[config.mk]
export PLATFORM = sky130hd
export DESIGN_NAME = compacting_symbol_table_top
export DESIGN_NICKNAME = d
export VERILOG_FILES = /design/src/design/cst_pkg.sv /design/src/design/cst_cell.sv /design/src/design/compacting_symbol_table_top.sv
export SDC_FILE = /design/constraint.sdc
export NUM_CORES = 2
export LEC_CHECK = 0
export BUFFER_PORTS_ARGS = -buffer_cell sky130_fd_sc_hd__buf_2
export CAP_MARGIN = 20
export CORE_ASPECT_RATIO = 0.6
export CORE_MARGIN = 1
export CORE_UTILIZATION = 25
export DETAILED_ROUTE_END_ITERATION = 10
export HOLD_SLACK_MARGIN = 0.08
export MAX_ROUTING_LAYER = met4
export PLACE_DENSITY = 0.5
export SYNTH_ARGS = -nofsm -noshare
export SYNTH_HDL_FRONTEND = slang
export SYNTH_SLANG_ARGS = --single-unit
[constraint.sdc]
create_clock -name clock -period 24.3 [get_ports clock]
set_clock_uncertainty 0.05 [all_clocks]
set_input_delay 0 -clock clock [delete_from_list [all_inputs] [get_ports clock]]
set_output_delay 0 -clock clock [all_outputs]
set_load 0.02 [all_outputs]
[src/design/cst_pkg.sv]
// Shared types, constants and a helper function for the compacting symbol table.
`default_nettype none

package cst_pkg;

   localparam int CAPACITY = 64;
   localparam int IDX_W    = (CAPACITY > 1) ? $clog2(CAPACITY) : 1;
   localparam int COUNT_W  = $clog2(CAPACITY + 1);
   localparam int SYMBOL_W = 8;
   localparam int ENTRY_W  = 6;
   localparam int HELD_W   = 7;

   typedef enum logic [1:0] {
      CMD_INSERT = 2'd0,
      CMD_DELETE = 2'd1,
      CMD_SEARCH = 2'd2,
      CMD_MODIFY = 2'd3
   } command_type;

   typedef enum logic [1:0] {
      ST_DONE    = 2'd0,
      ST_DUP     = 2'd1,
      ST_MISSING = 2'd2,
      ST_FULL    = 2'd3
   } status_type;

   typedef enum logic [1:0] {
      TY_IDENT = 2'd0,
      TY_OPER  = 2'd1,
      TY_MOD   = 2'd2
   } kind_type;

   typedef struct packed {
      logic                do_insert;
      logic                do_delete;
      logic                do_modify;
      logic [SYMBOL_W-1:0] symbol;
      logic [COUNT_W-1:0]  count;
   } ctrl_type;

   localparam logic [SYMBOL_W-1:0] CASE_BIT = 8'h20;
   localparam logic [SYMBOL_W-1:0] LOWER_A  = 8'h61;
   localparam logic [SYMBOL_W-1:0] LOWER_Z  = 8'h7a;

   function automatic kind_type classify(input logic [SYMBOL_W-1:0] s);
      logic [SYMBOL_W-1:0] low;
      low = s | CASE_BIT;
      return ((low >= LOWER_A) && (low <= LOWER_Z)) ? TY_IDENT : TY_OPER;
   endfunction

endpackage

`default_nettype wire

[src/design/cst_cell.sv]
// One table cell: holds one symbol and its type, compares and shifts from its neighbour.
`default_nettype none

module cst_cell (
   input  wire logic                         clock,
   input  wire logic [cst_pkg::COUNT_W-1:0]  cell_index,
   input  wire cst_pkg::ctrl_type            ctrl,
   input  wire logic                         first,
   input  wire logic                         below,
   input  wire logic [cst_pkg::SYMBOL_W-1:0] next_symbol,
   input  wire cst_pkg::kind_type            next_kind,
   output logic [cst_pkg::SYMBOL_W-1:0]      symbol,
   output cst_pkg::kind_type                 kind,
   output logic                              match
);
   import cst_pkg::*;

   logic [SYMBOL_W-1:0] symbol_ff;
   kind_type            kind_ff;
   logic                match_ff;

   always_ff @(posedge clock) begin
      match_ff <= (symbol_ff == ctrl.symbol) && (cell_index < ctrl.count);
      if (ctrl.do_insert && (cell_index == ctrl.count)) begin
         symbol_ff <= ctrl.symbol;
         kind_ff   <= classify(ctrl.symbol);
      end else if (ctrl.do_delete && !below) begin
         symbol_ff <= next_symbol;
         kind_ff   <= next_kind;
      end else if (ctrl.do_modify && first) begin
         kind_ff <= TY_MOD;
      end
   end

   assign symbol = symbol_ff;
   assign kind   = kind_ff;
   assign match  = match_ff;

endmodule

`default_nettype wire

[src/design/compacting_symbol_table_top.sv]
// Top level of the compacting symbol table: request control, match selection and cell row.
//
// A request is a transaction taken when start is high and busy is low; it carries a
// command (insert, delete, search or modify type) and a symbol byte. Every request
// yields one result, shown on the rsp_ ports for exactly one cycle while rsp_valid is
// high: a status, the entry index, the entry type and the number of entries held.
// Entries sit in a row of cells, each holding one symbol and its type. In the cycle
// after acceptance every cell compares its symbol with the request; in the next cycle
// the lowest matching cell is picked by a carry chain over the match vector; in the
// third the result is formed and the cells update, with a delete moving every later
// entry down one cell from its neighbour in that same cycle.
// The result is registered at the end of the update step, and busy falls in the cycle the
// result is shown, so a new request can be taken while the result is shown. No new request
// is taken while one is in the compare, select or update step through the cell row.
// A synchronous reset empties the table at once; no clearing pass is needed, as cells
// at or above the entry count are never read. The receiver cannot stall, so results
// are never held back.
`default_nettype none

module compacting_symbol_table_top (
   input  wire logic                         clock,
   input  wire logic                         reset,
   input  wire logic                         start,
   output logic                              busy,
   input  wire logic [1:0]                   req_command,
   input  wire logic [cst_pkg::SYMBOL_W-1:0] req_symbol,
   output logic                              rsp_valid,
   output logic [1:0]                        rsp_status,
   output logic [cst_pkg::ENTRY_W-1:0]       rsp_entry_index,
   output logic [1:0]                        rsp_entry_type,
   output logic [cst_pkg::HELD_W-1:0]        rsp_entries_held
);
   import cst_pkg::*;

   typedef enum logic [3:0] {
      S_IDLE = 4'b0001,
      S_CMP  = 4'b0010,
      S_SEL  = 4'b0100,
      S_UPD  = 4'b1000
   } state_type;

   state_type           state_ff, state_in;
   command_type         command_ff;
   logic [SYMBOL_W-1:0] symbol_ff;
   logic [COUNT_W-1:0]  count_ff, count_in;
   logic [CAPACITY-1:0] first_ff, below_ff;
   logic [CAPACITY-1:0] match_vec, first_in, below_in;

   logic                rsp_valid_ff;
   status_type          rsp_status_ff, status_in;
   logic [ENTRY_W-1:0]  rsp_index_ff, index_in;
   kind_type            rsp_kind_ff, kind_in;
   logic [HELD_W-1:0]   rsp_held_ff;

   ctrl_type            ctrl;
   logic                hit;
   logic [IDX_W-1:0]    hit_index;
   kind_type            hit_kind;

   logic [SYMBOL_W-1:0] cell_symbol [CAPACITY];
   kind_type            cell_kind   [CAPACITY];

   always_comb begin
      state_in = state_ff;
      unique case (state_ff)
         S_IDLE: if (start) state_in = S_CMP;
         S_CMP:  state_in = S_SEL;
         S_SEL:  state_in = S_UPD;
         S_UPD:  state_in = S_IDLE;
         default: state_in = S_IDLE;
      endcase
   end

   assign first_in = match_vec & (~match_vec + 1'b1);
   assign below_in = (match_vec ^ (match_vec - 1'b1)) & ~first_in;

   always_comb begin
      hit_index = '0;
      hit_kind  = TY_IDENT;
      for (int i = 0; i < CAPACITY; i++) begin
         if (first_ff[i]) begin
            hit_index = hit_index | IDX_W'(i);
            hit_kind  = kind_type'(hit_kind | cell_kind[i]);
         end
      end
   end

   assign hit = |first_ff;

   always_comb begin
      ctrl.do_insert = 1'b0;
      ctrl.do_delete = 1'b0;
      ctrl.do_modify = 1'b0;
      ctrl.symbol    = symbol_ff;
      ctrl.count     = count_ff;
      count_in       = count_ff;
      status_in      = ST_MISSING;
      index_in       = '0;
      kind_in        = TY_IDENT;
      if (command_ff == CMD_INSERT) begin
         if (hit) begin
            status_in = ST_DUP;
            index_in  = ENTRY_W'(hit_index);
            kind_in   = hit_kind;
         end else if (count_ff >= COUNT_W'(CAPACITY)) begin
            status_in = ST_FULL;
         end else begin
            status_in      = ST_DONE;
            index_in       = ENTRY_W'(count_ff);
            kind_in        = classify(symbol_ff);
            count_in       = count_ff + 1'b1;
            ctrl.do_insert = (state_ff == S_UPD);
         end
      end else if (hit) begin
         status_in = ST_DONE;
         index_in  = ENTRY_W'(hit_index);
         unique case (command_ff)
            CMD_DELETE: begin
               kind_in        = hit_kind;
               count_in       = count_ff - 1'b1;
               ctrl.do_delete = (state_ff == S_UPD);
            end
            CMD_MODIFY: begin
               kind_in        = TY_MOD;
               ctrl.do_modify = (state_ff == S_UPD);
            end
            default: kind_in = hit_kind;
         endcase
      end
   end

   always_ff @(posedge clock) begin
      if (reset) begin
         state_ff     <= S_IDLE;
         count_ff     <= '0;
         rsp_valid_ff <= 1'b0;
      end else begin
         state_ff     <= state_in;
         rsp_valid_ff <= (state_ff == S_UPD);
         if (state_ff == S_UPD) begin
            count_ff <= count_in;
         end
      end
   end

   always_ff @(posedge clock) begin
      if ((state_ff == S_IDLE) && start) begin
         command_ff <= command_type'(req_command);
         symbol_ff  <= req_symbol;
      end
      if (state_ff == S_SEL) begin
         first_ff <= first_in;
         below_ff <= below_in;
      end
      if (state_ff == S_UPD) begin
         rsp_status_ff <= status_in;
         rsp_index_ff  <= index_in;
         rsp_kind_ff   <= kind_in;
         rsp_held_ff   <= HELD_W'(count_in);
      end
   end

   for (genvar g = 0; g < CAPACITY; g++) begin : g_cell
      logic [SYMBOL_W-1:0] next_symbol;
      kind_type            next_kind;
      if (g == CAPACITY - 1) begin : g_last
         assign next_symbol = cell_symbol[g];
         assign next_kind   = cell_kind[g];
      end else begin : g_mid
         assign next_symbol = cell_symbol[g+1];
         assign next_kind   = cell_kind[g+1];
      end
      cst_cell u_cell (
         .clock       (clock),
         .cell_index  (COUNT_W'(g)),
         .ctrl        (ctrl),
         .first       (first_ff[g]),
         .below       (below_ff[g]),
         .next_symbol (next_symbol),
         .next_kind   (next_kind),
         .symbol      (cell_symbol[g]),
         .kind        (cell_kind[g]),
         .match       (match_vec[g])
      );
   end

   assign busy             = (state_ff != S_IDLE);
   assign rsp_valid        = rsp_valid_ff;
   assign rsp_status       = rsp_status_ff;
   assign rsp_entry_index  = rsp_index_ff;
   assign rsp_entry_type   = rsp_kind_ff;
   assign rsp_entries_held = rsp_held_ff;

endmodule

`default_nettype wire
---- Word level (Yosys, flattened, before mapping) ----
Cells that the tools add are included.
storage, ports and cells
  register bits ........................... 871
  bits in latches ......................... 0
  memory bits (writable) .................. 0
  bits in read-only memories .............. 0
  input port bits ......................... 13
  output and inout port bits .............. 19
  word-level logic and storage cells ...... 1692
  memories kept ........................... 0
operators by class
  $add $sub $neg .......................... 4
  multipliers ............................. 0
  div/mod/pow operators ................... 0
  order comparisons ....................... 67
  eq/ne operators ......................... 136
  shift operators ......................... 0
  multiplexer cells ....................... 760
  bitwise logic cells ..................... 68
  reduce and logical (&&, ||, !) cells .... 454
operator list
  operator                                             number
  two-way mux 8 bit                                    190
  two-way mux 2 bit                                    472
  == test 8 bit                                        64
  logical AND 1 bit                                    258
  two-way mux 6 bit                                    40
  == test 6 x 7 -> 1 bit (first input constant)        32
  < comparator 6 x 7 -> 1 bit (first input constant)   32
  nonzero test 3 bit                                   63
  nonzero test 2 bit                                   65
  AND 64 bit                                           2
  NOT 64 bit                                           2
  OR 2 bit                                             63
  == test 5 x 7 -> 1 bit (first input constant)        16
  < comparator 5 x 7 -> 1 bit (first input constant)   16
  two-way mux 7 bit                                    13
  two-way mux 5 bit                                    16
  adder 64 x 1 -> 64 bit (second input constant)       1
  logical NOT 1 bit                                    64
  OR reduction 64 bit                                  1
  subtractor 64 x 1 -> 64 bit (second input constant)  1
  XOR 64 bit                                           1
  == test 4 x 7 -> 1 bit (first input constant)        8
  < comparator 4 x 7 -> 1 bit (first input constant)   8
  two-way mux 4 bit                                    10
  other kinds (26)                                     51

---- Depth between registers and ports, before layout ----
  word-level depth ........................ 133
  depth in mapped cells ................... 10
  depth with buffers taken out ............ 9

---- Modules after synthesis ----
From an unflattened synthesis, not the netlist that was laid out.
second synthesis, totals
  cells, all modules ...................... 4967
  area, all modules ....................... 57953.1 sq um
modules (own cells, without submodules)
  module                       times used  cells an instance  area each (sq um)  sequential area each (sq um)
  cst_cell                     64          68                 785.8              320.3
  compacting_symbol_table_top  1           615                7664.9             4894.7

---- Least setup slack after synthesis ----
No wires, ideal clock.
  kind .................................... register to register
  start point ............................. reg state_ff[1]
  end point ............................... reg below_ff[0] (enable)
  setup time .............................. 0.769 ns
  arrival time ............................ 9.045 ns
  required time ........................... 23.481 ns
  path slack .............................. 14.436 ns
  stages on the path, launching flop included .. 3
  path buffers ............................ 0
  clock period less this slack ............ 9.864 ns
  cells stage by stage .................... dfxtp_1 > nand2b_1 > nor3_1
between the ends
  longest elaborated chain between the ends .. 1
ends and longest elaborated chain
  item                    line                                text
  from (decl)             compacting_symbol_table_top.sv:42   state_type state_ff, state_in;
  from (signal assigned)  compacting_symbol_table_top.sv:138  state_ff <= state_in;
  == test 4 x 3 -> 1 bit  compacting_symbol_table_top.sv:151  if (state_ff == S_SEL) begin
  to (signal assigned)    compacting_symbol_table_top.sv:153  below_ff <= below_in;
  to (decl)               compacting_symbol_table_top.sv:46   logic [CAPACITY-1:0] first_ff, below_ff;
No other way between the ends.
A chain may end at the register's enable or synchronous reset.

---- Worst setup path after layout ----
  start point ............................. reg first_ff[63]
  end point ............................... reg g_cell[62].u_cell.symbol_ff[1] (enable)
between the ends
  longest elaborated chain between the ends .. 6
  elaborated cells between the ends (all ways) .. 10
  classes of those cells .................. mux: 6; reduce/logical: 4
ends and longest elaborated chain
  item                                                                  line                                                                    text
  from (decl)                                                           compacting_symbol_table_top.sv:46
  from (signal assigned)                                                compacting_symbol_table_top.sv:152                                      first_ff <= first_in;
  OR reduction 64 bit (*)                                               compacting_symbol_table_top.sv:88                                       assign hit = |first_ff;
  two-way mux 2 bit or two-way mux 1 bit (tied branches)                compacting_symbol_table_top.sv:114, compacting_symbol_table_top.sv:101
  two-way mux 2 bit or two-way mux 1 bit (tied branches) (2 in series)  compacting_symbol_table_top.sv:100                                      if (command_ff == CMD_INSERT) begin
  logical AND 1 bit (on tied branches)                                  cst_cell.sv:27, cst_cell.sv:24
  nonzero test 2 bit (no line) (*)                                      --
  to (signal assigned)                                                  cst_cell.sv:25                                                          symbol_ff <= ctrl.symbol;
  to (signal assigned)                                                  cst_cell.sv:28                                                          symbol_ff <= next_symbol;
  to (decl)                                                             cst_cell.sv:18                                                          logic [SYMBOL_W-1:0] symbol_ff;
Every way passes the cells marked *; elsewhere a longest branch is shown, timed or not. The select of a mux whose other input is x is not followed.

==> Implementation_results.wiki <==
{| class="wikitable"
! Metric !! Value
|-
| Worst reg-to-reg path cell count || 8
|-
| Vias in the first global route || 27900
|-
| # fillers || ~18000
|-
| Element type at the critical path end || register
|-
| Largest family of logic cells by synthesized area || multiplexers
|-
| Static leakage || about 16 nW
|-
| Worst hold endpoint || state_ff[1]$_SDFFE_PP0P_
|-
| Setup slack of the most critical reg-to-reg path || roughly 19 ns
|-
| Number of unique standard cell types used by synthesis || 74
|-
| Sequential share of the synthesized area || a little under three fifths
|-
| Antenna-violating nets left || 0
|-
| EDFF count, synth || slightly below 800
|-
| Share of Yosys cell area claimed by the top area cell type || 53.8%
|-
| Number of sinks handled by clock tree synthesis || 870
|-
| Post-layout power || roughly 0.0031 W
|-
| Maximum fanout along the worst path || 32
|-
| Worst max-slew margin expressed relative to the limit || a little under a quarter
|-
| Number of CTS-inserted buffers || 82
|-
| Total setup buffers inserted after CTS || 0
|-
| Starting DRC count in detailed routing || ~3900
|-
| Drt total wl || roughly 160 mm
|-
| Number of antenna violations at the first check in global routing || 13
|-
| Layout cells sized above 1 || 24.3%
|-
| Global-route wire length before repair || 222 mm
|-
| Warning count from the yosys run || 0
|-
| Worst path arrival time || 5.56 ns
|-
| Synthesized-area fraction occupied by adder cells || less than 1%
|-
| R2R Path End || g_cell[62].u_cell.symbol[1]$_DFFE_PP_
|-
| Post-DR wirelength/cell || ~27 um
|-
| Max clock buf depth || 3
|-
| Shortest clock period the worst path allows after layout || roughly 5.2 ns
|-
| Post-synthesis sequential element count || between 800 and 900
|-
| Unrepaired setup endpoints after global routing || no
|-
| Power density relative to cell area || a little over 60 mW/mm2
|-
| Port buffer count || 31
|-
| Multiplexer area fraction after synthesis || a little over an eighth
|-
| Peak Freq || between 150 and 200 MHz
|-
| Largest net degree at the start of global routing || 128
|-
| Global-route usage over all layers || about 18%
|-
| DP HPWL || approximately 120 mm
|-
| Critical setup path kind || reg -> reg
|-
| Share of synthesized registers carrying an async set or reset || 0%
|-
| Ratio of routed vias to standard cells || 5.06
|-
| Syn Std Cell Area || ~0.044 mm2
|-
| Slew at the pin closest to its max-slew limit || ~1.1 ns
|-
| Failing checks || DRC
|-
| Count of max-cap constraint violations || 0
|-
| Syn_area_per_cell || approximately 13 um2
|-
| Hold path startpoint || reset
|-
| VDD IR max || between 0.00004 and 0.00005 V
|-
| Area overhead of the layout relative to synthesis || 14.1%
|-
| Effective utilization at floorplan || 25.2%
|-
| Number of placement rows || about 120
|-
| Layout net count || about 3400
|-
| XOR/XNOR Fraction of Synth Area || between 10% and 20%
|-
| Launching element type of the critical path || register
|-
| Post-route cell area || 0.0506 mm2
|-
| Launch point of the worst reg-to-reg path || first_ff[63]$_DFFE_PP_
|-
| Clock-pin transition on the worst setup and hold timing paths || ~0.08 ns
|-
| WHS Path Cells || 3
|-
| Commonest cells in the netlist || sky130_fd_sc_hd__edfxtp_1, sky130_fd_sc_hd__mux2_2, sky130_fd_sc_hd__xnor2_1
|-
| Post-Synth Simple-Gate Area || a little over a tenth
|-
| Area inside the core boundary || between 0.15 and 0.2 mm2
|-
| Cell at the root of the clock tree || sky130_fd_sc_hd__clkbuf_16
|-
| Area leader, netlist || sky130_fd_sc_hd__edfxtp_1
|-
| TritonCTS clock tree || done
|-
| Max-slew violations || 0
|-
| Compound-Gate Fraction of Synth Area || between 6 and 7%
|-
| Placed Instance Area || ~0.047 mm2
|-
| Number of design rule violations left after detail routing || 24
|-
| Post-route clock period utilization || between 20% and 30%
|-
| WP data required || between 20 and 25 ns
|-
| Routability congestion estimate from global placement || approximately 1
|-
| Pre-antenna DRT Iters || 9
|-
| Total Negative Setup Slacks || 0 ns
|-
| Count of final setup violators || 0
|-
| Main flop type after synthesis || sky130_fd_sc_hd__edfxtp_1
|-
| Die width || between 500 and 600 um
|-
| Syn Nets || 3378
|-
| Count of vias placed by the detailed router || 29500
|-
| Final Hold Viols || 0
|-
| Number of top-level design ports || 32
|-
| Worst-Skew Late Latency || approximately 0.73 ns
|-
| Number of instances in the synthesized netlist || 3358
|-
| Most instantiated library cell after synthesis || sky130_fd_sc_hd__edfxtp_1
|-
| Vertical die dimension || 328 um
|-
| H-tree levels || 3
|-
| Die ar. || ~0.18 mm2
|-
| Class of the tightest hold or removal check || in -> reg
|-
| Run status || finished, violations left
|-
| Total gr overflow || 0
|-
| Cells taking the most area after synthesis || sky130_fd_sc_hd__edfxtp_1, sky130_fd_sc_hd__mux2_2, sky130_fd_sc_hd__xnor2_1, sky130_fd_sc_hd__xor2_1, sky130_fd_sc_hd__dfxtp_1
|}
[worst max-delay path by stage]
stage,from,endpoint,slack (ns),depth (start not counted)
6_report,first_ff[63]$_DFFE_PP_,g_cell[62].u_cell.symbol[1]$_DFFE_PP_,19.08,8
5_1_grt,first_ff[63]$_DFFE_PP_,g_cell[62].u_cell.symbol[0]$_DFFE_PP_,18.96,8
4_1_cts,first_ff[63]$_DFFE_PP_,g_cell[56].u_cell.symbol[1]$_DFFE_PP_,19.22,7
3_5_place_dp,first_ff[63]$_DFFE_PP_,g_cell[56].u_cell.symbol[0]$_DFFE_PP_,19.29,7
3_3_place_gp,command_ff[0]$_DFFE_PP_,g_cell[13].u_cell.symbol[0]$_DFFE_PP_,19.31,6
2_1_floorplan,state_ff[1]$_SDFFE_PP0P_,below_ff[0]$_DFFE_PP_,14.44,2
[metal layers]
| metal | part of all wire (%) | vias to the layer above | routed length, um | global-route usage, % |
|---|---|---|---|---|
| li1 | - | 12800 | - | - |
| met1 | 53 | 15000 | 83400 | 29.3 |
| met2 | 34 | 1476 | 52600 | 19.7 |
| met3 | 12 | 182 | 18700 | 5.52 |
| met4 | 1.4 | 0 | 2270 | 2.89 |
| met5 | 0 | - | 0 | - |
[area by class of cell]
type                    count  area [um2]  area share (%)
multi-input cells        2218       17900            35.4
clock inverters            40         492           0.973
flip-flops and latches    870       25400            50.2
repair buffers            193        1410            2.79
inverters                  34         128           0.252
diodes                      5        12.5          0.0247
well taps                2359        2950            5.84
clock buffers             114        2310            4.56
[state kept, by name, indices dropped and copies added (netlist names), 7 cells and up]
signal and flops:
count_ff 7, below_ff 63, symbol_ff 8, first_ff 64
g_cell.u_cell.symbol 512, g_cell.u_cell.match 64, rsp_entries_held 7, g_cell.u_cell.kind 128
[through the flow]
step | utilization, % | std cells | setup WS [ns] | hold slack [ns]
final | 28.8 | 5833 | 19.08 | 0.279
after global routing | 28.8 | 5831 | 18.96 | 0.281
after CTS | 28.6 | 5791 | 19.22 | 0.203
after detailed placement | 26.9 | 5614 | 19.29 | 0.129
after global placement | 26.9 | 5606 | 19.31 | 0.130
after floorplan | - | 3358 | 14.44 | 0.0453
[critical path: stages, from the launching register on]
cell and delay, ns:
sky130_fd_sc_hd__edfxtp_1 0.52, sky130_fd_sc_hd__nor4_2 0.55, sky130_fd_sc_hd__nand4_1 0.46, sky130_fd_sc_hd__or4_1 0.88
sky130_fd_sc_hd__nor4_4 0.34, sky130_fd_sc_hd__buf_4 0.58, sky130_fd_sc_hd__nand3_1 0.67, sky130_fd_sc_hd__o21ai_0 0.50
sky130_fd_sc_hd__buf_2 0.28
[placed cells by master, fill, tap and decap left out, types with 39 or more instances in the layout]
cell type,n
sky130_fd_sc_hd__buf_4,89
sky130_fd_sc_hd__o21ai_0,56
sky130_fd_sc_hd__edfxtp_1,794
sky130_fd_sc_hd__buf_2,62
sky130_fd_sc_hd__clkbuf_16,85
sky130_fd_sc_hd__nand3_1,61
sky130_fd_sc_hd__xor2_1,176
sky130_fd_sc_hd__nand2_1,89
sky130_fd_sc_hd__a22oi_1,39
sky130_fd_sc_hd__nor2_1,155
sky130_fd_sc_hd__dfxtp_1,76
sky130_fd_sc_hd__mux2_2,460
sky130_fd_sc_hd__nor3_1,114
sky130_fd_sc_hd__and2_1,50
sky130_fd_sc_hd__nor4_1,87
sky130_fd_sc_hd__nand4_1,107
sky130_fd_sc_hd__xnor2_1,339
[power by group]
part	internal (W)	switching, W	total, W
Sequential	0.00161	0.00000327	0.00161
Combinational	0.0000431	0.0000820	0.000125
Clock	0.000767	0.000620	0.00139
[what timing repair did]
item	CTS	global route
resized for setup	0	0
hold buffers	23	0
endpoints found under the hold margin	32	0
[cells by family (layout without fill, tap and decap cells)]
kind of cell | count (synthesis) | count (layout)
muxes | 509 | 509
xor gates and xnor gates | 515 | 515
other | 0 | 5
and+or+nand+nor | 835 | 835
adders and majority gates | 7 | 7
buffers and inverters | 270 | 381
AOI/OAI and AO/OA | 352 | 352
DFF | 870 | 870
Note: power is estimated with default switching activity, not from simulation.
